[src/design/swc_div_cell.sv]
// One restoring division step of the pipelined divider chain.
module swc_div_cell #(
    parameter int PW    = 8,
    parameter int NW    = 8,
    parameter int DW    = 4,
    parameter int QW    = 4,
    parameter int SHIFT = 0
) (
    input  logic          aclk,
    input  logic          aresetn,
    input  logic          in_valid,
    output logic          in_ready,
    input  logic [PW-1:0] in_pay,
    input  logic [NW-1:0] in_rem,
    input  logic [DW-1:0] in_den,
    input  logic [QW-1:0] in_quo,
    output logic          out_valid,
    input  logic          out_ready,
    output logic [PW-1:0] out_pay,
    output logic [NW-1:0] out_rem,
    output logic [DW-1:0] out_den,
    output logic [QW-1:0] out_quo
);

    logic          valid_reg;
    logic [PW-1:0] pay_reg;
    logic [NW-1:0] rem_reg, rem_next;
    logic [DW-1:0] den_reg;
    logic [QW-1:0] quo_reg, quo_next;
    logic [NW-1:0] shifted;

    // Trial subtraction of the divisor weighted by this cell's quotient bit.
    always_comb begin
        shifted  = NW'(in_den) << SHIFT;
        rem_next = in_rem;
        quo_next = in_quo;
        if (in_rem >= shifted) begin
            rem_next        = in_rem - shifted;
            quo_next[SHIFT] = 1'b1;
        end
    end

    assign in_ready = !valid_reg || out_ready;

    // Valid bit of this cell.
    always_ff @(posedge aclk) begin
        if (!aresetn) begin
            valid_reg <= 1'b0;
        end else if (in_ready) begin
            valid_reg <= in_valid;
        end
    end

    // Data moves whenever the cell may take a new transaction.
    always_ff @(posedge aclk) begin
        if (in_ready) begin
            pay_reg <= in_pay;
            rem_reg <= rem_next;
            den_reg <= in_den;
            quo_reg <= quo_next;
        end
    end

    assign out_valid = valid_reg;
    assign out_pay   = pay_reg;
    assign out_rem   = rem_reg;
    assign out_den   = den_reg;
    assign out_quo   = quo_reg;

endmodule

[src/design/swc_divider.sv]
// Pipelined unsigned divider built as a row of one-bit division cells.
module swc_divider #(
    parameter int PW = 8,
    parameter int NW = 8,
    parameter int DW = 4,
    parameter int QW = 4
) (
    input  logic          aclk,
    input  logic          aresetn,
    input  logic          in_valid,
    output logic          in_ready,
    input  logic [PW-1:0] in_pay,
    input  logic [NW-1:0] in_num,
    input  logic [DW-1:0] in_den,
    output logic          out_valid,
    input  logic          out_ready,
    output logic [PW-1:0] out_pay,
    output logic [QW-1:0] out_quo
);

    logic          vld_w [0:QW];
    logic          rdy_w [0:QW];
    logic [PW-1:0] pay_w [0:QW];
    logic [NW-1:0] rem_w [0:QW];
    logic [DW-1:0] den_w [0:QW];
    logic [QW-1:0] quo_w [0:QW];

    assign vld_w[0] = in_valid;
    assign in_ready = rdy_w[0];
    assign pay_w[0] = in_pay;
    assign rem_w[0] = in_num;
    assign den_w[0] = in_den;
    assign quo_w[0] = '0;

    // Quotient bits resolve from the most significant one downward.
    for (genvar i = 0; i < QW; i++) begin : g_cell
        swc_div_cell #(
            .PW(PW), .NW(NW), .DW(DW), .QW(QW), .SHIFT(QW - 1 - i)
        ) u_cell (
            .aclk     (aclk),
            .aresetn  (aresetn),
            .in_valid (vld_w[i]),
            .in_ready (rdy_w[i]),
            .in_pay   (pay_w[i]),
            .in_rem   (rem_w[i]),
            .in_den   (den_w[i]),
            .in_quo   (quo_w[i]),
            .out_valid(vld_w[i+1]),
            .out_ready(rdy_w[i+1]),
            .out_pay  (pay_w[i+1]),
            .out_rem  (rem_w[i+1]),
            .out_den  (den_w[i+1]),
            .out_quo  (quo_w[i+1])
        );
    end

    assign out_valid = vld_w[QW];
    assign rdy_w[QW] = out_ready;
    assign out_pay   = pay_w[QW];
    assign out_quo   = quo_w[QW];

endmodule

[config.mk]
export PLATFORM = sky130hd
export DESIGN_NAME = swc_divider
export DESIGN_NICKNAME = d
export VERILOG_FILES = /design/src/design/swc_div_cell.sv /design/src/design/swc_divider.sv
export SDC_FILE = /design/constraint.sdc
export NUM_CORES = 1
export LEC_CHECK = 0
export ABC_AREA = 1
export BUFFER_PORTS_ARGS = -buffer_cell sky130_fd_sc_hd__buf_4
export CAP_MARGIN = 15
export CORE_MARGIN = 2
export CORE_UTILIZATION = 35
export DETAILED_ROUTE_END_ITERATION = 8
export PLACE_DENSITY = 0.57
export SYNTH_ARGS = -nofsm -noshare
export SYNTH_HDL_FRONTEND = slang
export SYNTH_SLANG_ARGS = --single-unit
[constraint.sdc]
create_clock -name aclk -period 2.96 [get_ports aclk]
set_input_delay 0.74 -clock aclk [delete_from_list [all_inputs] [get_ports aclk]]
set_output_delay 0.74 -clock aclk [all_outputs]
set_load 0.01 [all_outputs]
* Word level (Yosys, flattened, before mapping)
Index checks and enable logic that the tools add are counted.
Word-level totals: input bits 24, bits in registers 82
Cells by class: add/subtract/negate cells 3, multiplexer cells 4, $lt $le $gt $ge 4, reductions and logical operators 8
Operators by type and width (count):
- 8-bit 2-to-1 mux | 3
- 8-bit by 4-bit >= comparator with 1-bit output | 1
- 8-bit by 5-bit >= comparator with 1-bit output | 1
- 8-bit by 6-bit >= comparator with 1-bit output | 1
- 8-bit by 7-bit >= comparator with 1-bit output | 1
- 8-bit by 5-bit subtractor with 8-bit output | 1
- 8-bit by 6-bit subtractor with 8-bit output | 1
- 8-bit by 7-bit subtractor with 8-bit output | 1
- 1-bit zero test | 4
- 1-bit logical OR | 4
- 1-bit 2-to-1 mux | 1

* Longest topological paths before layout
Gate-level depths: netlist of run 1.
depth after elaboration 5, depth in mapped cells 10, depth with buffers taken out 10

* Modules after synthesis
A second synthesis of run 1 with hierarchy kept.
Second synthesis, totals: cell total of the unflattened synthesis 386, area total of the unflattened synthesis 4534.3 um^2
By module, submodules not included:
- swc_div_cell (g_cell[2].u_cell) | area each 1227.4 um^2, seq. area each 740.7 um^2, instances 1, cells each 118
- swc_div_cell (g_cell[3].u_cell) | area each 1141.1 um^2, seq. area each 740.7 um^2, instances 1, cells each 95
- swc_div_cell (g_cell[1].u_cell) | area each 1098.6 um^2, seq. area each 740.7 um^2, instances 1, cells each 90
- swc_div_cell (g_cell[0].u_cell) | area each 1063.5 um^2, seq. area each 740.7 um^2, instances 1, cells each 82
- swc_divider | area each 3.8 um^2, seq. area each 0.0 um^2, instances 1, cells each 1

* Worst setup path after synthesis of run 1
No wires, ideal clock.
path type input to output, start point input port out_ready, end point output port in_ready, path slack 0.515 ns, data arrival time 1.705 ns, data required time 2.220 ns, stages 2, cell sequence nor2_1 > nand4_1
On the way: longest elaborated chain between the ends 4
RTL lines:
- from (decl) | line swc_divider.sv:16 | input logic out_ready,
- 1-bit logical OR (4 in series) | line swc_div_cell.sv:43 | assign in_ready = !valid_reg || out_ready;
- to (decl) | line swc_divider.sv:11 | output logic in_ready,
No other way between the ends.

* Worst setup path in the final report of run 1
Same ends and word-level chain as after synthesis.

==> flow_metrics.env, run 1 <==
export IMPL_status="completed"
export IMPL_ir_worst_vdd_v=0.000237
export IMPL_rows=37
export IMPL_synth_nets=339
export IMPL_fin_skew_ns=0.0118
export IMPL_yosysTopAreaCell="edfxtp_1"
export IMPL_pin_count=38
export IMPL_met1_usage=0.113
export IMPL_synth_edf_count=78
export IMPL_fin_crit_sh=0.732
export IMPL_reg2reg_depth=9
export IMPL_tritoncts="done"
export IMPL_synth_compound_area_frac=0.0298
export IMPL_tightestPinTransition_ns=0.464
export IMPL_io_buffers=37
export IMPL_area_growth_pct=18.3
export IMPL_fin_nets=389
export IMPL_antenna_cells=0
export IMPL_seq_area_frac_synth=0.671
export IMPL_synth_xor_area_frac=0.00971
export IMPL_cts_max_level=3
export IMPL_ant_nets=0
export IMPL_startpoint="out_ready"
export IMPL_grt_busiest_layer="met2"
export IMPL_muxShareOfSynthArea=0
export IMPL_final_hold_viol_count=0
export IMPL_core_um2=10200
export IMPL_crit_type="in2out"
export IMPL_drt_pass1_iterations=5
export IMPL_synthAdderAreaFrac=0.0721
export IMPL_finalPower_uw=2960
export IMPL_postCtsSetupRepairBufs=0
export IMPL_synth_top_area_frac=0.649
export IMPL_synth_top_family_by_area="simple AND/OR/NAND/NOR gates"
export IMPL_post_route_drc_count=0
export IMPL_antenna_found_initial=0
export IMPL_ys_top_cells_by_count="edfxtp_1 (78), nand2_1 (56), inv_1 (48)"
export IMPL_clkSinkCount=82
export IMPL_period_needed_ns=2.17
export IMPL_cts_buffers=9
export IMPL_clock_path_buffers=2
export IMPL_worst_ep_arrival_time_ns=1.43
export IMPL_fin_ws_ns=0.795
export IMPL_yosysMostFrequentCell="edfxtp_1"
export IMPL_cts_resized=0
export IMPL_viasPerCell=4.28
export IMPL_setup_viol=0
export IMPL_drt_wl_total_um=5100
export IMPL_netlist_area_um2=3610
export IMPL_layout_drive_gt1_share=0.219
export IMPL_clk_latency_ns=0.34
export IMPL_routedWlPerCell_um=10.5
export IMPL_pre_cts_slack_ns=0.764
export IMPL_initial_core_util=0.354
export IMPL_routabilityCongestion=0.783
export IMPL_ys_types=30
export IMPL_syn_inst=296
export IMPL_num_fill_cells=974
export IMPL_gr_total_overflow=0
export IMPL_async_reset_ff_frac=0
export IMPL_report_final_slew_viol_count=0
export IMPL_grt_pass1_wl_um=8690
export IMPL_reg2reg_slack_ns=1.07
export IMPL_drtIter0Drc=66
export IMPL_cap_violations=0
export IMPL_cp_required_ns=2.22
export IMPL_track_usage=0.101
export IMPL_endpoint_kind="output pin"
export IMPL_power_density_nw_per_um2=694
export IMPL_cts_hold_buf=0
export IMPL_ys_top_cells_by_area="edfxtp_1 (65%), nand2_1 (5.8%), ha_1 (5.5%), inv_1 (5.0%), nand3_1 (2.9%)"
export IMPL_root_buffer="clkbuf_8"
export IMPL_hpwl_um=3900
export IMPL_synth_simple_area_share=0.162
export IMPL_timing_fmax_mhz=462
export IMPL_cts_reportedPaths_clkPinSlew_ns=0.08
export IMPL_hold_path_class="reg2reg"
export IMPL_path_max_fanout=5
export IMPL_ys_warn_count=0
export IMPL_synth_top_flop_cell="edfxtp_1"
export IMPL_fin_setup_tns_ns=0
export IMPL_rsz0062_at_grt="false"
export IMPL_p_leak_uw=0.00185
export IMPL_r2r_end="g_cell[2].u_cell.out_rem[5]"
export IMPL_vias=2086
export IMPL_r2r_start="g_cell[1].u_cell.out_rem[1]"
export IMPL_grt_max_degree=25
export IMPL_yosys_register_bits=82
export IMPL_crit_path_end="in_ready"
export IMPL_fp_dieW_um=106
export IMPL_dieArea_um2=11100
export IMPL_crit_path_start_kind="input pin"
export IMPL_grt_pass1_vias=1979
export IMPL_grtUsageMet3=0.0427
export IMPL_max_slew_margin=0.691
export IMPL_dieHeight_um=106
export IMPL_syn_area_per_cell_um2=12.2
export IMPL_use_met2=0.171
export IMPL_final_util=0.419
-- cells in the final DEF (no fill, tap or decap), types with 3 or more instances in the layout --
cell      netlist  routed
nand2_1        56      56
xor2_1          4       4
nand4_1         5       5
a21oi_1         7       7
nor2_1         21      21
inv_1          48      48
o21ai_0         5       5
buf_4           0      40
nor2_2          3       3
clkbuf_8        0       9
edfxtp_1       78      78
nand2_4         3       3
ha_1           16      16
fa_1            3       3
dfxtp_1         4       4
nand3_1        21      21
nand2_2         5       5
-- cell type report --
cell class,count,area [µm²],share of cell area
clock buffer,9,124,0.0290
multi-input combinational,163,988,0.232
sequential,82,2420,0.567
timing repair buffer,40,300,0.0703
inverter,50,188,0.0440
tap,136,170,0.0399
clock inverter,7,76.3,0.0179
-- metrics by stage --
| stage | std cells | hold slack (ns) | cell area (µm²) |
|---|---|---|---|
| 4_1_cts | 487 | 0.424 | 4270 |
| 5_1_grt | 487 | 0.427 | 4270 |
| 3_5_place_dp | 471 | 0.405 | 4070 |
| 2_1_floorplan | 296 | 0.400 | 3610 |
| 3_3_place_gp | 471 | 0.401 | 4070 |
| 6_report | 487 | 0.420 | 4270 |
-- kinds of logic (layout without fill, tap and decap cells) --
logic type / after synthesis / count (layout)
AO/OA/AOI/OAI: 17 / 17
buffers and inverters: 51 / 106
flip-flops: 82 / 82
AND/OR/NAND/NOR: 123 / 123
adder cells (fa/ha/maj): 19 / 19
XOR/XNOR: 4 / 4
-- state kept, by name, summed over array words and instances (netlist names) --
name                     flops
g_cell.u_cell.out_rem       24
g_cell.u_cell.out_valid      4
g_cell.u_cell.out_quo       10
g_cell.u_cell.out_pay       32
g_cell.u_cell.out_den       12
-- metal layers --
layer | vias up | routed length [µm]
met5 | - | 0
met4 | 0 | 93
met3 | 8 | 234
met2 | 36 | 2520
met1 | 947 | 2250
li1 | 1095 | -
-- report_power, final --
| part | leakage (µW) | switching (µW) | internal (µW) | total (µW) |
|---|---|---|---|---|
| combinational | 0.000904 | 364 | 267 | 630 |
| sequential | 0.000851 | 72.7 | 1470 | 1540 |
| clock | 0.0000962 | 391 | 395 | 786 |
| total | 0.00185 | 827 | 2130 | 2960 |
-- critical path, stage by stage --
cell and delay [ns]:
buf_4 0.11, nor2_1 0.23, nand4_1 0.17, buf_4 0.18
-- how the worst min path moves through the flow --
stage / to / from / slack [ns] / depth (start not counted)
floorplan: g_cell[1].u_cell.out_pay[0] / g_cell[0].u_cell.out_pay[0] / 0.40 / 0
global placement: g_cell[3].u_cell.out_pay[6] / g_cell[2].u_cell.out_pay[6] / 0.40 / 0
detailed placement: g_cell[1].u_cell.out_pay[0] / g_cell[0].u_cell.out_pay[0] / 0.40 / 0
CTS: g_cell[1].u_cell.out_pay[0] / g_cell[0].u_cell.out_pay[0] / 0.42 / 0
global route: g_cell[3].u_cell.out_pay[7] / g_cell[2].u_cell.out_pay[7] / 0.43 / 0
finish: g_cell[2].u_cell.out_pay[4] / g_cell[1].u_cell.out_pay[4] / 0.42 / 0
Note: power is estimated with default switching activity, not from simulation.
==> inputs of run 2 (changes only) <==
==> constraint.sdc (replaced) <==
create_clock -name aclk -period 2.24 [get_ports aclk]
set_input_delay 0.56 -clock aclk [delete_from_list [all_inputs] [get_ports aclk]]
set_output_delay 0.56 -clock aclk [all_outputs]
set_load 0.01 [all_outputs]
==> run 2 against run 1 <==
  * Sequential power grew 33%
  * Critical endpoint is now g_cell[2].u_cell.out_rem[5]
  * Register-to-register slack worse by 0.73 ns
  * Sequential cell count is the same
  * Design area about the same
  * Non-clock buffer count is 1 higher
  * Clock skew decreased by 0.0015 ns
==> flow_metrics.env, run 2 (synthesized netlist as in run 1, its figures left out) <==
export IMPL_drt_wl_total_um=5190
export IMPL_worst_ep_arrival_time_ns=2.01
export IMPL_swShare=0.276
export IMPL_rsz0062_at_grt="false"
export IMPL_fin_crit_sh=0.849
export IMPL_grt_pass1_vias=2087
export IMPL_clk_latency_ns=0.34
export IMPL_internal_power_uw=2820
export IMPL_period_needed_ns=1.90
export IMPL_postCtsSetupRepairBufs=0
export IMPL_timing_fmax_mhz=526
export IMPL_ant_nets=0
export IMPL_cts_reportedPaths_clkPinSlew_ns=0.08
export IMPL_layout_drive_gt1_share=0.216
export IMPL_drtIter0Drc=52
export IMPL_cts_resized=0
export IMPL_status="completed"
export IMPL_r2r_end="g_cell[2].u_cell.out_rem[5]"
export IMPL_fin_skew_ns=0.0103
export IMPL_report_final_slew_viol_count=0
export IMPL_crit_path_max_incr_delay_ns=0.43
export IMPL_crit_chain="inv_1, ha_1, inv_1, fa_1, nand2_1, nor2_1, o21ai_0, nand2_1, and2_4"
export IMPL_r2r_start="g_cell[1].u_cell.out_rem[1]"
export IMPL_whs_path_depth=1
export IMPL_fin_setup_tns_ns=0
export IMPL_holdCritStartpoint="in_pay[1]"
export IMPL_clkPwrFrac=0.260
export IMPL_reg2reg_depth=9
export IMPL_viasPerCell=4.23
export IMPL_initial_core_util=0.354
export IMPL_combPwrFrac=0.213
export IMPL_p_seq_frac=0.527
export IMPL_crit_type="reg2reg"
export IMPL_cp_required_ns=2.34
export IMPL_fp_dieW_um=106
export IMPL_path_max_fanout=3
export IMPL_routedWlPerCell_um=10.6
export IMPL_hpwl_um=4020
export IMPL_routabilityCongestion=0.771
export IMPL_num_fill_cells=983
export IMPL_area_growth_pct=18.3
export IMPL_track_usage=0.101
export IMPL_drt_pass1_iterations=4
export IMPL_gr_total_overflow=0
export IMPL_reg2reg_slack_ns=0.34
export IMPL_p_leak_uw=0.00185
export IMPL_path_delay_family="adder cells"
export IMPL_antenna_found_initial=0
export IMPL_final_common_cell="edfxtp_1"
export IMPL_finalInstanceArea_um2=4270
export IMPL_grt_pass1_wl_um=8740
export IMPL_tritoncts="done"
export IMPL_clock_path_buffers=2
export IMPL_ir_worst_vdd_v=0.000407
export IMPL_vias=2066
export IMPL_dieArea_um2=11100
export IMPL_crit_path_start_kind="flip-flop"
export IMPL_post_route_drc_count=0
export IMPL_dieHeight_um=106
export IMPL_cts_max_level=3
export IMPL_setup_viol=0
export IMPL_power_density_nw_per_um2=911
export IMPL_crit_slowest_cell="edfxtp_1"
export IMPL_final_hold_viol_count=0
export IMPL_hold_path_class="in2reg"
export IMPL_switchingPower_uw=1080
export IMPL_seqCellArea_um2=2420
export IMPL_antenna_cells=0
export IMPL_multi_input_area_um2=988
export IMPL_clkSinkCount=82
export IMPL_root_buffer="clkbuf_8"
export IMPL_max_slew_margin=0.689
export IMPL_grt_max_degree=25
export IMPL_hold_end="g_cell[0].u_cell.out_pay[1]"
export IMPL_largest_reg_flops=32
export IMPL_rows=37
export IMPL_cts_hold_buf=0
export IMPL_cap_violations=0
export IMPL_endpoint_kind="flip-flop"
export IMPL_placed_cell_area_um2=4080
export IMPL_fin_nets=390
export IMPL_layout_common_cells="edfxtp_1 (78), nand2_1 (56), inv_1 (48)"
export IMPL_core_um2=10200
export IMPL_path_buf_inv=2
export IMPL_pin_count=38
export IMPL_io_buffers=37
export IMPL_cts_buffers=9
export IMPL_tightestPinTransition_ns=0.465
[run 2: cell types whose count changed in the layout (fill, tap and decap cells not counted)]
cell      before  now
buf_4         40   41
clkbuf_1       0    1
clkinv_1       0    1
clkinv_2       1    0
inv_6          2    1
[run 2: final cells by class]
| class | instances | area share |
|---|---|---|
| sequential | 82 | 0.567 |
| multi-input combinational | 163 | 0.231 |
| timing repair buffer | 41 | 0.0721 |
| inverter | 50 | 0.0439 |
| tap | 136 | 0.0398 |
| clock buffer | 10 | 0.0299 |
| clock inverter | 6 | 0.0155 |
[run 2: power groups by stage]
stage | Sequential, µW | Combinational, µW | Clock (µW)
finish | 2050 | 830 | 1010
global placement | 2080 | 821 | 0
CTS | 2050 | 838 | 1050
floorplan | 2070 | 637 | 0
global route | 2070 | 960 | 1110
detailed placement | 2090 | 836 | 0
[run 2: metal layers]
metal  share of wire  vias up  GRT usage  routed length [µm]
li1                -     1098          -                   -
met1            0.43      926      0.106                2230
met2            0.51       35      0.181                2670
met3           0.038        7     0.0315                 199
met4           0.019        0     0.0517                 101
met5               0        -          0                   0
[run 2: per-stage QoR]
| step | std cells | hold slack [ns] | setup WS [ns] | util | power, µW |
|---|---|---|---|---|---|
| global route | 488 | 0.362 | 0.225 | 0.419 | 4140 |
| floorplan | 296 | 0.400 | 0.155 | - | 2700 |
| global placement | 472 | 0.401 | 0.255 | 0.400 | 2900 |
| detailed placement | 472 | 0.405 | 0.235 | 0.400 | 2930 |
| finish | 488 | 0.387 | 0.337 | 0.419 | 3890 |
| CTS | 488 | 0.367 | 0.330 | 0.419 | 3940 |
[run 2: worst max path at each step]
stage / startpoint / end / slack [ns] / cells past startpoint
after global routing: g_cell[1].u_cell.out_rem[1] / g_cell[2].u_cell.out_rem[5] / 0.23 / 9
after global placement: in_num[3] / g_cell[0].u_cell.out_rem[7] / 0.26 / 10
after detailed placement: in_num[3] / g_cell[0].u_cell.out_rem[7] / 0.24 / 10
after floorplan: out_ready / in_ready / 0.15 / 2
after CTS: g_cell[1].u_cell.out_rem[1] / g_cell[2].u_cell.out_rem[5] / 0.33 / 9
final: g_cell[1].u_cell.out_rem[1] / g_cell[2].u_cell.out_rem[5] / 0.34 / 9
==> inputs of run 3 (changes only) <==
--- a/config.mk
+++ b/config.mk
@@ -5,7 +5,7 @@
 export SDC_FILE = /design/constraint.sdc
 export NUM_CORES = 1
 export LEC_CHECK = 0
-export ABC_AREA = 1
+export ABC_AREA = 0
 export BUFFER_PORTS_ARGS = -buffer_cell sky130_fd_sc_hd__buf_4
 export CAP_MARGIN = 15
 export CORE_MARGIN = 2
==> constraint.sdc (replaced) <==
create_clock -name aclk -period 2 [get_ports aclk]
set_input_delay 0.5 -clock aclk [delete_from_list [all_inputs] [get_ports aclk]]
set_output_delay 0.5 -clock aclk [all_outputs]
set_load 0.01 [all_outputs]
==> run 3 against run 2 <==
  * Design area grew 7.5%
  * Wire length increased by 11%
  * Area after synthesis fell by 4.9%
  * Clock-buffer cell count did not move
  * Non-clock buffer count up 42
  * The flow now finishes with violations (negative setup slack)
  * Maximum frequency fell by 6.1%
  * Highest routed layer unchanged
  * Utilization grew 5.7 points
==> flow_metrics.env, run 3 <==
export IMPL_tritoncts="done"
export IMPL_cap_violations=0
export IMPL_fin_crit_sh=1.01
export IMPL_pin_count=38
export IMPL_status="finished, violations left"
export IMPL_fin_skew_ns=0.00666
export IMPL_ant_nets=0
export IMPL_ys_types=43
export IMPL_seq_area_frac_synth=0.706
export IMPL_synth_edf_count=78
export IMPL_area_growth_pct=33.7
export IMPL_syn_inst=211
export IMPL_rsz0062_at_grt="true"
export IMPL_final_hold_viol_count=0
export IMPL_routabilityCongestion=0.743
export IMPL_p_leak_uw=0.00185
export IMPL_setup_viol=3
export IMPL_io_buffers=37
export IMPL_routedWlPerCell_um=13.0
export IMPL_rows=36
export IMPL_drt_pass1_iterations=4
export IMPL_timing_fmax_mhz=494
export IMPL_period_needed_ns=2.03
export IMPL_root_buffer="clkbuf_8"
export IMPL_drtIter0Drc=28
export IMPL_fp_dieW_um=103
export IMPL_cts_reportedPaths_clkPinSlew_ns=0.08
export IMPL_hpwl_um=4020
export IMPL_pre_cts_slack_ns=-0.304
export IMPL_power_density_nw_per_um2=986
export IMPL_clkSinkCount=82
export IMPL_finalNonFillerCells=441
export IMPL_synth_top_area_frac=0.682
export IMPL_max_slew_margin=0.779
export IMPL_initial_core_util=0.356
export IMPL_dieArea_um2=10600
export IMPL_vias=1924
export IMPL_ys_warn_count=0
export IMPL_ir_worst_vdd_v=0.000406
export IMPL_ys_top_cells_by_area="edfxtp_1 (68%), ha_1 (5.8%), inv_1 (2.6%), dfxtp_1 (2.3%), mux2_2 (2.3%)"
export IMPL_antenna_cells=0
export IMPL_drt_wl_total_um=5740
export IMPL_yosys_register_bits=82
export IMPL_worst_ep_arrival_time_ns=2.13
export IMPL_layout_common_cells="buf_4 (80), edfxtp_1 (78), inv_1 (17)"
export IMPL_grt_pass1_vias=1936
export IMPL_path_max_fanout=5
export IMPL_synth_nets=254
export IMPL_track_usage=0.117
export IMPL_viasPerCell=4.36
export IMPL_cts_buffers=9
export IMPL_crit_path_start_kind="flip-flop"
export IMPL_clock_path_buffers=2
export IMPL_fin_nets=346
export IMPL_largest_reg_flops=32
export IMPL_ys_top_cells_by_count="edfxtp_1 (78), inv_1 (24), ha_1 (16)"
export IMPL_syn_area_per_cell_um2=16.3
export IMPL_post_route_drc_count=0
export IMPL_dieHeight_um=103
export IMPL_hold_path_class="in2reg"
export IMPL_antenna_found_initial=0
export IMPL_layout_drive_gt1_share=0.468
export IMPL_cp_required_ns=2.11
export IMPL_endpoint_kind="flip-flop"
export IMPL_final_common_cell="buf_4"
export IMPL_grt_pass1_wl_um=9070
export IMPL_gr_total_overflow=0
export IMPL_report_final_slew_viol_count=0
export IMPL_place_inst=415
export IMPL_num_fill_cells=855
export IMPL_netlist_area_um2=3430
export IMPL_crit_type="reg2reg"
export IMPL_grt_max_degree=24
export IMPL_yosysMostFrequentCell="edfxtp_1"
export IMPL_yosysTopAreaCell="edfxtp_1"
export IMPL_synth_top_flop_cell="edfxtp_1"
export IMPL_core_um2=9640
export IMPL_violations="negative setup slack"
export IMPL_async_reset_ff_frac=0
export IMPL_cts_hold_buf=0
export IMPL_tightestPinTransition_ns=0.331
export IMPL_fin_ws_ns=-0.0255
export IMPL_cts_max_level=3
export IMPL_clk_latency_ns=0.35
==> run 3: critical path: stages (launching register included) <==
cell and delay (ns):
edfxtp_1 0.38, inv_2 0.08, ha_4 0.13, inv_2 0.03, fa_2 0.34, nand3_2 0.09
nand2_2 0.06, or3_4 0.37, mux2_4 0.31
==> run 3: layout make-up <==
cell class | count | area (µm²) | area share
Timing Repair Buffer | 83 | 634 | 0.138
Inverter | 24 | 103 | 0.0224
Tap cell | 133 | 166 | 0.0363
Sequential cell | 82 | 2420 | 0.528
Clock buffer | 10 | 128 | 0.0278
Multi-Input combinational cell | 103 | 1100 | 0.239
Clock inverter | 6 | 40.0 | 0.00872
==> run 3: timing repair <==
item,4_1_cts,5_1_grt
cloned,0,0
endpoints found under the setup margin,9,11
pin swaps,2,7
buffers inserted,3,7
gates resized for setup,8,18
==> run 3: stage by stage <==
stage / TNS [ns] / area, µm² / total power, µW / hold WS (ns) / util
4_1_cts: -0.162 / 4450 / 4450 / 0.293 / 0.461
3_5_place_dp: -1.96 / 4230 / 3350 / 0.405 / 0.439
5_1_grt: -0.439 / 4590 / 4780 / 0.293 / 0.476
2_1_floorplan: -0.228 / 3530 / 2940 / 0.400 / -
3_3_place_gp: -1.54 / 4230 / 3310 / 0.401 / 0.439
6_report: -0.0467 / 4590 / 4530 / 0.318 / 0.476
==> run 3: worst paths after layout <==
kind	slack [ns]	endpoint	startpoint	cells after the start
max	-0.03	g_cell[1].u_cell.out_rem[4]	g_cell[0].u_cell.out_rem[2]	8
min	0.32	g_cell[0].u_cell.out_pay[1]	in_pay[1]	1
max reg2reg	-0.03	g_cell[1].u_cell.out_rem[4]	g_cell[0].u_cell.out_rem[2]	8
min reg2reg	0.42	g_cell[2].u_cell.out_pay[0]	g_cell[1].u_cell.out_pay[0]	0
==> run 3: cells by family after synthesis <==
| logic type | after synthesis | synth area share |
|---|---|---|
| simple gates | 37 | 0.0667 |
| mux | 12 | 0.0405 |
| compound gates | 29 | 0.0671 |
| buf+inv | 26 | 0.0288 |
| flops | 82 | 0.706 |
| xor+xnor | 6 | 0.0153 |
| fa+ha+maj | 19 | 0.0758 |
==> run 3: power by group <==
group          internal (µW)  switching (µW)  leakage (µW)
sequential              2170            98.9      0.000848
combinational            715             491      0.000913
clock                    454             598     0.0000885
==> run 3: per-layer routing <==
layer,share of wire,up-vias,track usage
met5,0,-,0
met4,0.024,0,0.0698
met3,0.030,11,0.0292
met2,0.53,29,0.206
met1,0.42,911,0.127
li1,-,973,-
